--- src/sv/tcpsw_pkg.sv ---
// ----------------------------------------------------------------------------
// tcpsw_pkg
// Shared types and constants for the stop-and-wait TCP endpoint.
// ----------------------------------------------------------------------------
package tcpsw_pkg;

  localparam int STORE_DEPTH = 8;
  localparam int SEQ_BITS    = 16;
  localparam int DATA_BITS   = 32;
  localparam int IDX_BITS    = (STORE_DEPTH > 1) ? $clog2(STORE_DEPTH) : 1;
  localparam int CNT_BITS    = $clog2(STORE_DEPTH + 1);
  localparam int ENTRY_BITS  = SEQ_BITS + 16 + DATA_BITS;
  localparam logic [15:0] TIMEOUT_RESET = 16'd500;

  localparam logic [2:0] CMD_TICK  = 3'd0;
  localparam logic [2:0] CMD_RECV  = 3'd1;
  localparam logic [2:0] CMD_LISTN = 3'd2;
  localparam logic [2:0] CMD_CONN  = 3'd3;
  localparam logic [2:0] CMD_SEND  = 3'd4;
  localparam logic [2:0] CMD_DISC  = 3'd5;

  localparam logic [2:0] ST_CLOSED    = 3'd0;
  localparam logic [2:0] ST_LISTEN    = 3'd1;
  localparam logic [2:0] ST_SYN_SENT  = 3'd2;
  localparam logic [2:0] ST_SYN_RCVD  = 3'd3;
  localparam logic [2:0] ST_ESTAB     = 3'd4;
  localparam logic [2:0] ST_FIN_WAIT1 = 3'd5;
  localparam logic [2:0] ST_FIN_WAIT2 = 3'd6;
  localparam logic [2:0] ST_CLOSE_ACK = 3'd7;

  typedef struct packed {
    logic [7:0]           src;
    logic [7:0]           dst;
    logic                 syn;
    logic                 ack;
    logic                 fin;
    logic [SEQ_BITS-1:0]  seq;
    logic [DATA_BITS-1:0] data;
  } seg_t;

  typedef struct packed {
    logic [SEQ_BITS-1:0]  seq;
    logic [15:0]          route;
    logic [DATA_BITS-1:0] data;
  } entry_t;

endpackage

--- src/sv/tcpsw_ram.sv ---
// ----------------------------------------------------------------------------
// tcpsw_ram
// Generic single-port-write, single-read RAM with registered read data.
// ----------------------------------------------------------------------------
module tcpsw_ram #(
  parameter int WIDTH = 8,
  parameter int DEPTH = 8
) (
  input  logic                             clk,
  input  logic                             we,
  input  logic [$clog2(DEPTH > 1 ? DEPTH : 2)-1:0] waddr,
  input  logic [WIDTH-1:0]                 wdata,
  input  logic [$clog2(DEPTH > 1 ? DEPTH : 2)-1:0] raddr,
  output logic [WIDTH-1:0]                 rdata
);
  logic [WIDTH-1:0] mem [DEPTH];

  always_ff @(posedge clk) begin
    if (we) begin
      mem[waddr] <= wdata;
    end
    rdata <= mem[raddr];
  end
endmodule

--- src/sv/tcpsw_outq.sv ---
// ----------------------------------------------------------------------------
// tcpsw_outq
// Output register for result segments with a one-entry skid stage.
// ----------------------------------------------------------------------------
module tcpsw_outq
  import tcpsw_pkg::*;
(
  input  logic       clk,
  input  logic       rst,
  input  logic       push,
  input  seg_t       push_seg,
  input  logic [2:0] push_status,
  input  logic       push_await,
  input  logic       push_last,
  output logic       full,
  output logic       out_valid,
  input  logic       out_stall,
  output seg_t       out_seg,
  output logic [2:0] out_status,
  output logic       out_await,
  output logic       out_last
);
  logic [1:0] cnt;
  seg_t       skid_seg;
  logic [2:0] skid_status;
  logic       skid_await;
  logic       skid_last;
  logic       pop;

  assign pop       = out_valid && !out_stall;
  assign out_valid = (cnt != 2'd0);
  assign full      = (cnt == 2'd2) || (cnt == 2'd1 && !pop);

  always_ff @(posedge clk) begin
    if (rst) begin
      cnt <= 2'd0;
    end else begin
      cnt <= cnt + {1'b0, push} - {1'b0, pop};
    end
    if (pop) begin
      if (cnt == 2'd2) begin
        out_seg    <= skid_seg;
        out_status <= skid_status;
        out_await  <= skid_await;
        out_last   <= skid_last;
      end else if (push) begin
        out_seg    <= push_seg;
        out_status <= push_status;
        out_await  <= push_await;
        out_last   <= push_last;
      end
    end else if (push && cnt == 2'd0) begin
      out_seg    <= push_seg;
      out_status <= push_status;
      out_await  <= push_await;
      out_last   <= push_last;
    end
    if (push && (cnt == 2'd2 || (cnt == 2'd1 && !pop) || (cnt == 2'd2 && pop))) begin
      skid_seg    <= push_seg;
      skid_status <= push_status;
      skid_await  <= push_await;
      skid_last   <= push_last;
    end
  end
endmodule

--- src/sv/tcpsw_ctrl.sv ---
// ----------------------------------------------------------------------------
// tcpsw_ctrl
// Connection sequencer: decodes one item, walks the retransmit store in RAM
// and pushes result segments.
// ----------------------------------------------------------------------------
module tcpsw_ctrl
  import tcpsw_pkg::*;
(
  input  logic                 clk,
  input  logic                 rst,
  input  logic [15:0]          timeout_ticks,
  input  logic                 in_valid,
  output logic                 in_stall,
  input  logic [2:0]           cmd,
  input  logic [7:0]           src_node,
  input  logic [7:0]           dst_node,
  input  logic                 pkt_syn,
  input  logic                 pkt_ack,
  input  logic                 pkt_fin,
  input  logic                 pkt_corrupted,
  input  logic [SEQ_BITS-1:0]  pkt_seq,
  input  logic [DATA_BITS-1:0] payload,
  output logic                 push,
  output seg_t                 push_seg,
  output logic [2:0]           push_status,
  output logic                 push_await,
  output logic                 push_last,
  input  logic                 q_full
);
  typedef enum logic [5:0] {
    S_IDLE  = 6'b000001,
    S_SCAN  = 6'b000010,
    S_DEC   = 6'b000100,
    S_EMIT  = 6'b001000,
    S_RTX   = 6'b010000,
    S_RTXE  = 6'b100000
  } state_t;

  state_t state;

  logic [2:0]           conn;
  logic [SEQ_BITS-1:0]  nss;
  logic [SEQ_BITS-1:0]  ers;
  logic                 ackp;
  logic [18:0]          ctl;
  logic [15:0]          tss;
  logic [STORE_DEPTH-1:0] vld;

  // latched item
  logic [2:0]           c_cmd;
  logic [7:0]           c_src, c_dst;
  logic                 c_syn, c_ack, c_fin, c_bad;
  logic [SEQ_BITS-1:0]  c_seq;
  logic [DATA_BITS-1:0] c_pay;

  // store scan, one RAM entry per cycle
  logic [IDX_BITS-1:0]  ridx;
  logic [IDX_BITS-1:0]  sidx;
  logic                 rd_ok;
  entry_t               rdata;
  logic [SEQ_BITS-1:0]  key;
  logic                 hit_f;
  logic [IDX_BITS-1:0]  hit_i;
  entry_t               hit_e;

  // retransmit pass
  logic                 first;
  logic [SEQ_BITS-1:0]  prev;
  logic                 best_f;
  entry_t               best_e;
  logic [CNT_BITS-1:0]  npass;
  logic [CNT_BITS-1:0]  vcnt;
  logic                 rtx_last;

  // pending output list (at most two from decode)
  seg_t                 ob [3];
  logic [1:0]           on;
  logic [1:0]           oi;

  logic                 we;
  logic [IDX_BITS-1:0]  waddr;
  entry_t               wdata;

  tcpsw_ram #(.WIDTH(ENTRY_BITS), .DEPTH(STORE_DEPTH)) u_ram (
    .clk(clk), .we(we), .waddr(waddr), .wdata(wdata),
    .raddr(ridx), .rdata(rdata)
  );

  assign in_stall = (state != S_IDLE);

  function automatic seg_t ctl_seg(input logic [7:0] s, input logic [7:0] d,
                                   input logic sy, input logic ak, input logic fn);
    seg_t r;
    r.src = s; r.dst = d; r.syn = sy; r.ack = ak; r.fin = fn;
    r.seq = '0; r.data = '0;
    return r;
  endfunction

  function automatic seg_t data_seg(input entry_t e);
    seg_t r;
    r.src = e.route[15:8]; r.dst = e.route[7:0];
    r.syn = 1'b0; r.ack = 1'b0; r.fin = 1'b0;
    r.seq = e.seq; r.data = e.data;
    return r;
  endfunction

  logic [SEQ_BITS-1:0] nss_m1;
  logic [15:0]         tss_inc;
  logic                free_f;
  logic [IDX_BITS-1:0] free_i;
  logic                cand;

  assign nss_m1  = nss - 1'b1;
  assign tss_inc = (tss == 16'hFFFF) ? tss : tss + 16'd1;
  assign cand    = rd_ok && vld[sidx] && (first || rdata.seq > prev) &&
                   (!best_f || rdata.seq < best_e.seq);
  // stored sequences are distinct, so a burst resends every valid entry
  assign rtx_last = ((npass + CNT_BITS'(1)) == vcnt);

  always_comb begin
    free_f = 1'b0;
    free_i = '0;
    for (int i = STORE_DEPTH - 1; i >= 0; i--) begin
      if (!vld[i]) begin
        free_f = 1'b1;
        free_i = IDX_BITS'(i);
      end
    end
  end

  always_comb begin
    vcnt = '0;
    for (int i = 0; i < STORE_DEPTH; i++) begin
      vcnt = vcnt + CNT_BITS'(vld[i]);
    end
  end

  always_comb begin
    push        = 1'b0;
    push_seg    = ob[oi];
    push_status = conn;
    push_await  = ackp;
    push_last   = (oi == on - 2'd1);
    if (state == S_EMIT && on != 2'd0 && !q_full) begin
      push = 1'b1;
    end else if (state == S_RTXE && !q_full) begin
      push      = 1'b1;
      push_seg  = data_seg(best_e);
      push_last = rtx_last;
    end
  end

  always_ff @(posedge clk) begin
    if (rst || state != S_DEC) begin
      we <= 1'b0;
    end
    if (rst) begin
      state <= S_IDLE;
      conn  <= ST_CLOSED;
      nss   <= SEQ_BITS'(1);
      ers   <= SEQ_BITS'(1);
      ackp  <= 1'b0;
      ctl   <= '0;
      tss   <= '0;
      vld   <= '0;
      on    <= '0;
      oi    <= '0;
      ridx  <= '0;
      rd_ok <= 1'b0;
    end else begin
      unique case (state)
        S_IDLE: begin
          if (in_valid) begin
            c_cmd <= cmd; c_src <= src_node; c_dst <= dst_node;
            c_syn <= pkt_syn; c_ack <= pkt_ack; c_fin <= pkt_fin;
            c_bad <= pkt_corrupted; c_seq <= pkt_seq; c_pay <= payload;
            if (cmd == CMD_TICK) key <= nss_m1;
            else if (cmd == CMD_SEND) key <= nss;
            else key <= pkt_seq - 1'b1;
            hit_f <= 1'b0;
            ridx  <= '0;
            rd_ok <= 1'b0;
            sidx  <= '0;
            state <= S_SCAN;
          end
        end
        // one entry read per cycle, compare on registered data
        S_SCAN: begin
          if (rd_ok && vld[sidx] && rdata.seq == key && !hit_f) begin
            hit_f <= 1'b1; hit_i <= sidx; hit_e <= rdata;
          end
          sidx  <= ridx;
          rd_ok <= 1'b1;
          if (rd_ok && sidx == IDX_BITS'(STORE_DEPTH - 1)) begin
            state <= S_DEC;
          end else if (ridx != IDX_BITS'(STORE_DEPTH - 1)) begin
            ridx <= ridx + 1'b1;
          end
        end
        S_DEC: begin
          logic [2:0]          cs;
          logic [1:0]          n;
          logic                rtx;
          logic                hf;
          logic [15:0]         tn;
          logic                wr;
          seg_t                aseg;
          cs   = conn;
          n    = 2'd0;
          rtx  = 1'b0;
          tn   = tss;
          wr   = 1'b0;
          aseg = '0;
          hf   = hit_f || (rd_ok && vld[sidx] && rdata.seq == key);
          if (!hit_f && hf) begin hit_i <= sidx; hit_e <= rdata; end
          case (c_cmd)
            CMD_TICK: begin
              tn = tss_inc;
              if (tss_inc > timeout_ticks) begin
                if (ackp) begin
                  if (hf) begin
                    ob[0] <= data_seg(hit_f ? hit_e : rdata);
                    n = 2'd1;
                    tn = '0;
                  end
                end else if (conn == ST_SYN_SENT || conn == ST_SYN_RCVD ||
                             conn == ST_FIN_WAIT1 || conn == ST_CLOSE_ACK) begin
                  ob[0] <= ctl_seg(ctl[18:11], ctl[10:3], ctl[2], ctl[1], ctl[0]);
                  n = 2'd1;
                  tn = '0;
                end
              end
            end
            CMD_RECV: begin
              if (conn == ST_CLOSED) begin
                if (c_fin) begin
                  ob[0] <= ctl_seg(c_dst, c_src, 1'b0, 1'b1, 1'b0);
                  n = 2'd1;
                end
              end else if (c_syn && !c_ack &&
                           (conn == ST_LISTEN || conn == ST_SYN_RCVD)) begin
                cs = ST_SYN_RCVD;
                ctl <= {c_dst, c_src, 3'b110}; tn = '0;
                ob[0] <= ctl_seg(c_dst, c_src, 1'b1, 1'b1, 1'b0); n = 2'd1;
              end else if (c_syn && c_ack &&
                           (conn == ST_SYN_SENT || conn == ST_ESTAB)) begin
                cs = ST_ESTAB;
                ctl <= {c_dst, c_src, 3'b010}; tn = '0;
                ob[0] <= ctl_seg(c_dst, c_src, 1'b0, 1'b1, 1'b0); n = 2'd1;
              end else if (c_ack && !c_syn && conn == ST_SYN_RCVD) begin
                cs = ST_ESTAB;
              end else if (c_fin && !c_ack && conn == ST_ESTAB) begin
                cs = ST_CLOSE_ACK;
                ctl <= {c_dst, c_src, 3'b001}; tn = '0;
                ob[0] <= ctl_seg(c_dst, c_src, 1'b0, 1'b1, 1'b0);
                ob[1] <= ctl_seg(c_dst, c_src, 1'b0, 1'b0, 1'b1);
                n = 2'd2;
              end else if (c_fin && !c_ack && conn == ST_FIN_WAIT1) begin
                cs = ST_CLOSED;
                ctl <= {c_dst, c_src, 3'b010}; tn = '0;
                ob[0] <= ctl_seg(c_dst, c_src, 1'b0, 1'b1, 1'b0); n = 2'd1;
              end else if (c_ack && !c_fin && conn == ST_FIN_WAIT1) begin
                cs = ST_FIN_WAIT2;
              end else if (c_fin && conn == ST_FIN_WAIT2) begin
                cs = ST_CLOSED;
                ctl <= {c_dst, c_src, 3'b010}; tn = '0;
                ob[0] <= ctl_seg(c_dst, c_src, 1'b0, 1'b1, 1'b0); n = 2'd1;
              end else if (c_ack && conn == ST_CLOSE_ACK) begin
                cs = ST_CLOSED;
              end else if (c_ack && !c_syn && conn == ST_ESTAB) begin
                if (hf) vld[hit_f ? hit_i : sidx] <= 1'b0;
                ackp <= 1'b0;
              end else if (conn == ST_ESTAB && !c_bad) begin
                if (c_seq < ers) begin
                  aseg = ctl_seg(c_dst, c_src, 1'b0, 1'b1, 1'b0);
                  aseg.seq = ers;
                  ob[0] <= aseg; n = 2'd1;
                end else if (c_seq == ers) begin
                  ers <= ers + 1'b1;
                  aseg = ctl_seg(c_dst, c_src, 1'b0, 1'b1, 1'b0);
                  aseg.seq = ers + 1'b1;
                  ob[0] <= aseg; n = 2'd1;
                end else begin
                  rtx = 1'b1;
                end
              end
            end
            CMD_LISTN: if (conn == ST_CLOSED) cs = ST_LISTEN;
            CMD_CONN: begin
              if (conn == ST_CLOSED) begin
                cs = ST_SYN_SENT;
                ctl <= {c_src, c_dst, 3'b100}; tn = '0;
                ob[0] <= ctl_seg(c_src, c_dst, 1'b1, 1'b0, 1'b0); n = 2'd1;
              end
            end
            CMD_SEND: begin
              if (conn == ST_ESTAB || conn == ST_CLOSED) begin
                if (conn == ST_CLOSED) begin
                  cs = ST_SYN_SENT;
                  ctl <= {c_src, c_dst, 3'b100}; tn = '0;
                  ob[0] <= ctl_seg(c_src, c_dst, 1'b1, 1'b0, 1'b0); n = 2'd1;
                end
                if (!ackp && (hf || free_f)) begin
                  if (!hf) begin
                    vld[free_i] <= 1'b1;
                    wr = 1'b1;
                    waddr <= free_i;
                    wdata <= '{seq: nss, route: {c_src, c_dst}, data: c_pay};
                  end
                  ackp <= 1'b1; tn = '0;
                  ob[n] <= '{src: c_src, dst: c_dst, syn: 1'b0, ack: 1'b0,
                             fin: 1'b0, seq: nss, data: c_pay};
                  n = n + 2'd1;
                  nss <= nss + 1'b1;
                end
              end
            end
            CMD_DISC: begin
              if (conn == ST_ESTAB || conn == ST_CLOSE_ACK) begin
                cs = ST_FIN_WAIT1;
                ctl <= {c_src, c_dst, 3'b001}; tn = '0;
                ob[0] <= ctl_seg(c_src, c_dst, 1'b0, 1'b0, 1'b1); n = 2'd1;
              end
            end
            default: ;
          endcase
          we   <= wr;
          tss  <= tn;
          conn <= cs;
          on   <= n;
          oi   <= '0;
          if (rtx) begin
            first <= 1'b1; npass <= '0;
            best_f <= 1'b0; ridx <= '0; rd_ok <= 1'b0; sidx <= '0;
            state <= S_RTX;
          end else begin
            state <= S_EMIT;
          end
        end
        S_EMIT: begin
          if (on == 2'd0) begin
            state <= S_IDLE;
          end else if (!q_full) begin
            oi <= oi + 1'b1;
            if (oi == on - 2'd1) state <= S_IDLE;
          end
        end
        // one min-search pass over the store per emitted segment
        S_RTX: begin
          if (cand) begin
            best_f <= 1'b1; best_e <= rdata;
          end
          sidx  <= ridx;
          rd_ok <= 1'b1;
          if (rd_ok && sidx == IDX_BITS'(STORE_DEPTH - 1)) begin
            if (best_f || cand) begin
              state <= S_RTXE;
            end else begin
              state <= S_IDLE;
            end
          end else if (ridx != IDX_BITS'(STORE_DEPTH - 1)) begin
            ridx <= ridx + 1'b1;
          end
        end
        S_RTXE: begin
          if (!q_full) begin
            if (rtx_last) begin
              state <= S_IDLE;
            end else begin
              first  <= 1'b0;
              prev   <= best_e.seq;
              npass  <= npass + 1'b1;
              best_f <= 1'b0; ridx <= '0; rd_ok <= 1'b0; sidx <= '0;
              state  <= S_RTX;
            end
          end
        end
        default: state <= S_IDLE;
      endcase
    end
  end
endmodule

--- src/sv/tcp_connection_stop_and_wait.sv ---
// ----------------------------------------------------------------------------
// tcp_connection_stop_and_wait
// One endpoint of a simplified TCP with stop-and-wait data transfer.
// ----------------------------------------------------------------------------
// Usage:
//   Input channel (in_valid / in_stall) carries one command per transfer:
//   tick, received segment, listen, connect, send, disconnect.
//   Output channel (out_valid / out_stall) carries the segments each command
//   causes; 'last' marks the final one. Commands that cause nothing give no
//   output transfer.
//   timeout_ticks is written over cfg_valid / cfg_ready; the user must
//   write it only while idle, which the block itself does not enforce.
//   Every item is accepted, the retransmit store RAM is then scanned at
//   one entry per cycle, and the item is then decoded; each segment it
//   emits is then pushed to the output. An out-of-order data receipt runs
//   a min-search pass over the store for each resent segment.
//   Items are processed one at a time.
// Reset: synchronous, clears connection state, counters and store valid
//   bits; timeout_ticks returns to 500.
// Stall: a stalled output holds; the sequencer waits and then the input
//   channel stalls.
// ----------------------------------------------------------------------------
module tcp_connection_stop_and_wait
  import tcpsw_pkg::*;
(
  input  logic                 clk,
  input  logic                 rst,
  input  logic                 cfg_valid,
  output logic                 cfg_ready,
  input  logic [15:0]          cfg_data,
  input  logic                 in_valid,
  output logic                 in_stall,
  input  logic [2:0]           cmd,
  input  logic [7:0]           src_node,
  input  logic [7:0]           dst_node,
  input  logic                 pkt_syn,
  input  logic                 pkt_ack,
  input  logic                 pkt_fin,
  input  logic                 pkt_corrupted,
  input  logic [SEQ_BITS-1:0]  pkt_seq,
  input  logic [DATA_BITS-1:0] payload,
  output logic                 out_valid,
  input  logic                 out_stall,
  output logic [7:0]           out_src,
  output logic [7:0]           out_dst,
  output logic                 out_syn,
  output logic                 out_ack,
  output logic                 out_fin,
  output logic [SEQ_BITS-1:0]  out_seq,
  output logic [DATA_BITS-1:0] out_payload,
  output logic [2:0]           conn_status,
  output logic                 awaiting_ack,
  output logic                 last
);
  logic [15:0] timeout_ticks;
  logic        push, q_full, p_await, p_last;
  seg_t        p_seg, o_seg;
  logic [2:0]  p_status;

  assign cfg_ready = 1'b1;

  always_ff @(posedge clk) begin
    if (rst) begin
      timeout_ticks <= TIMEOUT_RESET;
    end else if (cfg_valid) begin
      timeout_ticks <= cfg_data;
    end
  end

  tcpsw_ctrl u_ctrl (
    .clk(clk), .rst(rst), .timeout_ticks(timeout_ticks),
    .in_valid(in_valid), .in_stall(in_stall), .cmd(cmd),
    .src_node(src_node), .dst_node(dst_node), .pkt_syn(pkt_syn),
    .pkt_ack(pkt_ack), .pkt_fin(pkt_fin), .pkt_corrupted(pkt_corrupted),
    .pkt_seq(pkt_seq), .payload(payload),
    .push(push), .push_seg(p_seg), .push_status(p_status),
    .push_await(p_await), .push_last(p_last), .q_full(q_full)
  );

  tcpsw_outq u_outq (
    .clk(clk), .rst(rst), .push(push), .push_seg(p_seg),
    .push_status(p_status), .push_await(p_await), .push_last(p_last),
    .full(q_full), .out_valid(out_valid), .out_stall(out_stall),
    .out_seg(o_seg), .out_status(conn_status), .out_await(awaiting_ack),
    .out_last(last)
  );

  assign out_src     = o_seg.src;
  assign out_dst     = o_seg.dst;
  assign out_syn     = o_seg.syn;
  assign out_ack     = o_seg.ack;
  assign out_fin     = o_seg.fin;
  assign out_seq     = o_seg.seq;
  assign out_payload = o_seg.data;
endmodule

--- config.mk ---
export PLATFORM = sky130hd
export DESIGN_NAME = tcp_connection_stop_and_wait
export DESIGN_NICKNAME = d
export VERILOG_FILES = /design/src/sv/tcpsw_pkg.sv /design/src/sv/tcpsw_ram.sv /design/src/sv/tcpsw_outq.sv /design/src/sv/tcpsw_ctrl.sv /design/src/sv/tcp_connection_stop_and_wait.sv
export SDC_FILE = /design/constraint.sdc
export NUM_CORES = 2
export LEC_CHECK = 0
export CAP_MARGIN = 10
export CORE_UTILIZATION = 50
export CTS_BUF_LIST = sky130_fd_sc_hd__clkbuf_2
export DETAILED_ROUTE_END_ITERATION = 12
export DONT_BUFFER_PORTS = 1
export GPL_TIMING_DRIVEN = 0
export PLACE_DENSITY = 0.66
export SETUP_SLACK_MARGIN = 0.4
export SLEW_MARGIN = 10
export SYNTH_ARGS = -nofsm -noshare
export SYNTH_HDL_FRONTEND = slang
export SYNTH_HIERARCHICAL = 1
export SYNTH_SLANG_ARGS = --single-unit
--- constraint.sdc ---
create_clock -name clk -period 24.7 [get_ports clk]
set_input_delay 4.94 -clock clk [delete_from_list [all_inputs] [get_ports clk]]
set_output_delay 4.94 -clock clk [all_outputs]
set_load 0.03 [all_outputs]
After elaboration in Yosys (flattened, before gate mapping)
Memory sizes are Yosys's and may differ from the RTL's. A register that Yosys moved wholly into a read port is not among the register bits.
Cells that the tools add are included.
{ "totals": {"register_bits": 567, "latchBits": 0, "ramBits": 713, "romBits": 0, "inputBits": 92, "out_inout_bits": 75, "wordCells": 637, "mem_count": 2} }
{ "memory_table": {"columns": ["name", "words", "width", "read_ports", "rd_clocked_by_memory_dff", "write_ports", "line_no", "rtl"], "rows": [
  ["u_ctrl.u_ram.mem", 8, 64, 1, 1, 1, "tcpsw_ram.sv:16", "logic [WIDTH-1:0] mem [DEPTH];"],
  ["u_ctrl.ob", 3, 67, 1, 1, 2, "tcpsw_ctrl.sv:76", "seg_t ob [3];"]
]} }
{ "op_classes": {"addsub": 19, "multipliers": 0, "div": 0, "order_cmp": 9, "n_eq_ne": 66, "shifts": 0, "muxes": 350, "bitwise_logic": 30, "reduce_logical": 99} }
{ "op_table": {"columns": ["cell", "n"], "rows": [
  ["$mux W67", 19],
  ["$mux W16", 19],
  ["$mux W19", 11],
  ["$mux W1", 192],
  ["$mux W64", 3],
  ["$pmux W64 S2", 1],
  ["$mux W8", 14],
  ["$mux W3", 34],
  ["$pmux W16 S5", 1],
  ["$pmux W19 S4", 1],
  ["$reduce_or A67 Y1", 1],
  ["$mux W2", 25],
  ["$add A16 B1 Y16 const B", 3],
  ["$mux W6", 8],
  ["$pmux W6 S6", 1],
  ["$logic_and A1 B1 Y1", 33],
  ["$eq A16 B16 Y1", 2],
  ["$gt A16 B16 Y1", 2],
  ["$lt A16 B16 Y1", 2],
  ["$ne A2 B2 Y1 const B", 16],
  ["$sub A16 B1 Y16 const B", 2],
  ["$ne A2 B1 Y1 const B", 13],
  ["$add A4 B1 Y4", 6],
  ["$eq A3 B3 Y1 const B", 8],
  ["67 further kinds", 156]
]} }

Longest topological paths before layout
{ "depth": {"depth_word": 24, "ltp_mapped": 15, "mapped_depth_nobuf": 14} }

Cells and area by module
Netlist, hierarchy kept.
{ "by_module_without_submodules": {"columns": ["module", "n_inst", "cells_per_inst", "area_per_inst_um2", "seq_area_each_um2"], "rows": [
  ["tcpsw_ctrl", 1, 2193, 25737.2, 15164.5],
  ["tcpsw_ram", 1, 816, 20547.2, 16656.0],
  ["tcpsw_outq", 1, 244, 5728.0, 4364.2],
  ["tcp_connection_stop_and_wait", 1, 54, 611.8, 320.3]
]} }

Worst setup path after synthesis
Ideal clock, no wire load.
{ "synth_timing": {"path_kind": "input-to-reg", "from": "input port rst", "to": "register u_ctrl.hit_f (enable)", "setup_time_ns": 0.325, "arrival_ns": 12.250, "required_time_ns": 24.375, "setup_slack_ns": 12.124, "cell_stages": 4, "path_buffers": 2, "cell_sequence": "buf_6 -> clkbuf_1 -> nor3b_1 -> o21bai_1"} }
{ "synth_via": {"elab_chain_cells": 2} }
{ "synth_lines": {"columns": ["item", "line_no", "rtl"], "rows": [
  ["start: declaration", "tcp_connection_stop_and_wait.sv:27", "input logic rst,"],
  ["$not A1 Y1 (no line)", null, null],
  ["$reduce_and A4 Y1 (no line)", null, null],
  ["end signal: assignment", "tcpsw_ctrl.sv:180", "hit_f <= 1'b0;"],
  ["end signal: assignment", "tcpsw_ctrl.sv:190", "hit_f <= 1'b1; hit_i <= sidx; hit_e <= rdata;"],
  ["end: declaration", "tcpsw_ctrl.sv:62", "logic hit_f;"]
]} }
No other way between the ends.
A chain may end at the register's enable or synchronous reset.

Worst setup path after layout
{ "layout_timing": {"from": "register u_ctrl.state[5]", "to": "output port in_stall"} }
{ "layout_via": {"elab_chain_cells": 1} }
{ "layout_lines": {"columns": ["item", "line_no", "rtl"], "rows": [
  ["start: declaration", "tcpsw_ctrl.sv:39", "state_t state;"],
  ["start signal: assignment", "tcpsw_ctrl.sv:158", "state <= S_IDLE;"],
  ["start signal: assignment", "tcpsw_ctrl.sv:184", "state <= S_SCAN;"],
  ["start signal: assignment", "tcpsw_ctrl.sv:195", "state <= S_DEC;"],
  ["$ne A6 B1 Y1", "tcpsw_ctrl.sv:89", "assign in_stall = (state != S_IDLE);"],
  ["end: declaration", "tcp_connection_stop_and_wait.sv:32", "output logic in_stall,"]
]} }
No other way between the ends.

==> impl.org <==
** Floorplan
- Number of primary I/O pins :: 167
- After floorplanning, the core was divided into 118 placement rows.
- Die Span Y :: 326 µm
- Chip width :: 326 µm
- After floorplanning, the core was sized to cover 104000 µm².
- Overall die area :: 107000 µm²
- Initial core utilization :: 0.506

** Min path
- Min-delay worst type :: reg -> reg
- The worst hold path begins at u_ctrl/u_ram/rdata[11].

** Final layout
- Fraction of final layout cells sized beyond drive strength 1 :: 0.248
- # nets final :: 3897
- Most common cell after layout, fill and taps aside :: sky130_fd_sc_hd__edfxtp_1
- Area growth from synthesis to layout :: 11.4%
- Non-filler cells in the finished layout :: 5359
- Final core utilization :: 0.564
- In the layout the commonest cells are sky130_fd_sc_hd__edfxtp_1, sky130_fd_sc_hd__clkbuf_2, sky130_fd_sc_hd__nand2_1.

** Setup path
- Source of the critical timing path :: u_ctrl/state[5]
- The setup check on the worst reg-to-reg path leaves a slack of 18.65 ns.
- The most critical setup path has its endpoint at in_stall.
- Data arrives at the worst endpoint at 2.87 ns.
- The worst register-to-register path begins at u_ctrl/tss[3].
- In this run the critical register-to-register path is captured at u_ctrl/ob[0][23].
- Worst-path fanout max :: 6
- Worst-case reg-to-reg path depth :: 15
- Critical Path RT :: 19.76 ns
- Worst Setup Path Type :: reg -> out
- STA classifies the critical path startpoint as a register.
- Critical Path Sink Type :: output port

** Clock tree
- CTS built an H-tree with a depth of 5.
- Clock buffer count from CTS :: 336
- # Post-CTS Setup Buffers :: 0
- Quantity of hold-fixing buffers added after cts :: 0
- The tree built by TritonCTS fans out to 1276 sinks.
- Clock tree synthesis selected as its root buffer the cell sky130_fd_sc_hd__clkbuf_2.
- Clock insertion delay at the later pin of the skew report :: 1.55 ns
- TritonCTS built the clock tree.
- Buffers from clock root to sink, at most :: 4
- After clock tree synthesis, the clock-pin slew on the worst setup and hold paths is 0.10 ns.
- Post-CTS repair changed the size of 0 cells.

** STA
- RSZ-0062 raised after global routing :: false
- Final count of hold timing violations :: 0
- The clock arrives with 0.236 ns of skew.
- The routed design could run at a clock period as short as 7.81 ns.
- Max-slew headroom at the worst pin :: 0.122
- Setup violations remaining at the end of the flow were counted as 0.
- Hold Worst Slack :: 0.418 ns
- For this run, the top clock speed supported by timing is 0.128 GHz.
- Slew @ Worst Pin :: 1.32 ns
- Total count of max-transition violations in the final report :: 0
- Final period util :: 0.316
- Sum of negative setup slack :: 0 ns
- Min setup slack post-route :: 16.89 ns

** Logic synthesis
- Xor and xnor area share after synthesis :: 0.0148
- By area, the combinational part of the netlist is dominated by multiplexers.
- Of the synthesized area, sequential elements account for 0.694.
- Number of instances in the synthesized netlist :: 3307
- Post-synthesis compound-gate area fraction :: 0.0588
- Of the total synthesized cell area, the portion taken by full adders, half adders and majority gates is 0.0203.
- During synthesis, Yosys emitted a total of 6 warnings.
- Of all flip-flops after synthesis, the portion carrying an async set or reset was 0.
- The number of nets in the synthesized netlist is 3482.
- Simple-gate area share of the yosys netlist :: 0.0646
- Of the post-synthesis cell area, the part taken by muxes is 0.123.
- Post-synthesis area per instance :: 15.9 µm²
- After synthesis the netlist holds a flip-flop and latch count of 1276.
- In the synthesized netlist the dominant register cell turns out to be sky130_fd_sc_hd__edfxtp_1.
- Number of synthesized flops with an enable pin :: 1095
- Summed instance area of the synthesized netlist :: 52600 µm²
- Count of cell types in the netlist :: 102

** Power
- P_sw :: 1080 µW
- For this design the ratio of total power to cell area is 71.2 nW/µm².
- Of the total power, the share spent switching nets is 0.260.
- The share of total power dissipated in the clock network is 0.340.
- Cell internal power was estimated by the tool at 3090 µW.
- Leakage power figure :: 0.0197 µW
- Logic pwr share :: 0.074
- Worst vdd rail ir drop :: 0.0484 mV
- Fraction of power consumed by sequential logic :: 0.586

** Route
- Antenna violation net count after detailed routing :: 0
- Vias per cell :: 5.74
- For this run, design rule violations remaining after detail routing come to 0.
- Number of DRC markers after the initial detailed-route iteration :: 3085
- Via Count :: 30800
- Average wire per standard cell :: 24.2 µm
- Before antenna repair, the detailed router went through 6 iterations.
- For this block, the routed nets add up to 130 mm of wire.

** Flow run
- Count of max-cap constraint violations :: 0

** Placement
- Input and output buffers added on the ports amount to 0.
- The congestion estimate from routability-driven global placement came to 0.894.
- Placed wire-length estimate :: 89.0 mm
- In this run, placement finished with an instance count of 4764.
- Pre-CTS WS :: 15.40 ns

** Global routing
- Pin count of the biggest net entering global routing :: 42
- Initial antenna violation count :: 3
- GR Util All Layers :: 0.244
- The number of global-route vias before repair is 30800.
- The total overflow left after global routing is 0.
- The first global-routing pass estimated 193 mm of wire.

** Status
- The run finished with clean final reports.
-- final cells by class --
class,instances,area [µm²]
Antenna cell,2,5.00
Buffer,158,917
Clock buffer,496,2480
Clock inverter,97,493
Fill cell,8365,45300
Inverter,106,398
Multi-Input combinational cell,1767,14900
Sequential cell,1276,36500
Tap cell,1380,1730
Timing Repair Buffer,77,1180
-- how the worst min path moves through the flow --
stage                     depth (start not counted)                 to  slack [ns]
after global placement                            0   u_ctrl/hit_e[23]        0.43
after CTS                                         0  u_ctrl/best_e[11]        0.39
after detailed placement                          0  u_ctrl/best_e[23]        0.44
after floorplan                                   0   u_ctrl/wdata[51]        0.41
final                                             0  u_ctrl/best_e[11]        0.42
after global routing                              0   u_ctrl/hit_e[19]        0.42
-- power groups by stage --
stage	combinational, µW	clock [µW]	sequential [µW]
after floorplan	221	0	2480
after global placement	290	0	2510
after detailed placement	308	0	2500
after CTS	310	1470	2450
after global routing	330	1570	2450
final	307	1420	2450
-- kinds of logic after synthesis --
family	count (synthesis)
other cells	1
buf+inv	264
fa+ha+maj	83
xor+xnor	87
mux	440
flops	1276
compound gates	469
simple gates	687
-- worst max-delay path: stages, from the launching register on --
cell                       delay (ns)
sky130_fd_sc_hd__dfxtp_1         0.35
sky130_fd_sc_hd__nor4_1          0.39
sky130_fd_sc_hd__nand3b_1        0.69
-- state kept, by name, indices dropped and copies added (netlist names), 4 cells and up, named ones only --
register / flops
timeout_ticks: 16
u_ctrl/best_e: 64
u_ctrl/c_dst: 8
u_ctrl/c_pay: 32
u_ctrl/c_seq: 16
u_ctrl/c_src: 8
u_ctrl/ctl: 19
u_ctrl/ers: 16
u_ctrl/hit_e: 64
u_ctrl/key: 16
u_ctrl/npass: 4
u_ctrl/nss: 16
u_ctrl/ob: 132
u_ctrl/prev: 16
u_ctrl/state: 6
u_ctrl/tss: 16
u_ctrl/u_ram/mem: 512
u_ctrl/u_ram/rdata: 64
u_ctrl/vld: 8
u_ctrl/wdata: 64
u_outq/out_seg: 67
u_outq/skid_seg: 67
-- metal layers --
metal / up-vias / GRT usage / routed length, µm
met2: 1380 / 0.383 / 62000
met4: 0 / 0.0820 / 2930
met3: 179 / 0.0550 / 9930
met5: - / 0 / 0
met1: 15400 / 0.336 / 54800
li1: 13800 / - / -
-- through the flow --
stage                     instance area, µm²  total power (µW)
after floorplan                        52600              2700
after detailed placement               55700              2800
after CTS                              58600              4220
after global placement                 54400              2800
after global routing                   58600              4360
final                                  58600              4170
-- synth_stat cells, types with 12 or more instances --
library cell               count  area share
sky130_fd_sc_hd__a211oi_1     19      0.0027
sky130_fd_sc_hd__a21o_1       14      0.0020
sky130_fd_sc_hd__a21oi_1      58      0.0055
sky130_fd_sc_hd__a22o_1       38      0.0063
sky130_fd_sc_hd__a22oi_1      20      0.0029
sky130_fd_sc_hd__a31oi_1      12      0.0014
sky130_fd_sc_hd__and2_1       56      0.0067
sky130_fd_sc_hd__buf_1        16      0.0011
sky130_fd_sc_hd__buf_2        14      0.0013
sky130_fd_sc_hd__buf_6        19      0.0041
sky130_fd_sc_hd__clkbuf_1     93      0.0066
sky130_fd_sc_hd__dfxtp_1     181       0.069
sky130_fd_sc_hd__edfxtp_1   1095        0.62
sky130_fd_sc_hd__ha_1         79       0.019
sky130_fd_sc_hd__inv_1       105      0.0075
sky130_fd_sc_hd__mux2_2       84       0.018
sky130_fd_sc_hd__mux2_4       70       0.020
sky130_fd_sc_hd__mux2i_1     158       0.030
sky130_fd_sc_hd__mux4_2      128       0.055
sky130_fd_sc_hd__nand2_1     232       0.017
sky130_fd_sc_hd__nand2b_1     17      0.0020
sky130_fd_sc_hd__nand3_1      43      0.0041
sky130_fd_sc_hd__nand4_1      23      0.0027
sky130_fd_sc_hd__nor2_1      143       0.010
sky130_fd_sc_hd__nor2b_1      15      0.0018
sky130_fd_sc_hd__nor3_1       37      0.0035
sky130_fd_sc_hd__nor4_1       31      0.0037
sky130_fd_sc_hd__o21ai_0     185       0.018
sky130_fd_sc_hd__xnor2_1      50      0.0083
sky130_fd_sc_hd__xor2_1       36      0.0060
Note: power is estimated with default switching activity, not from simulation.
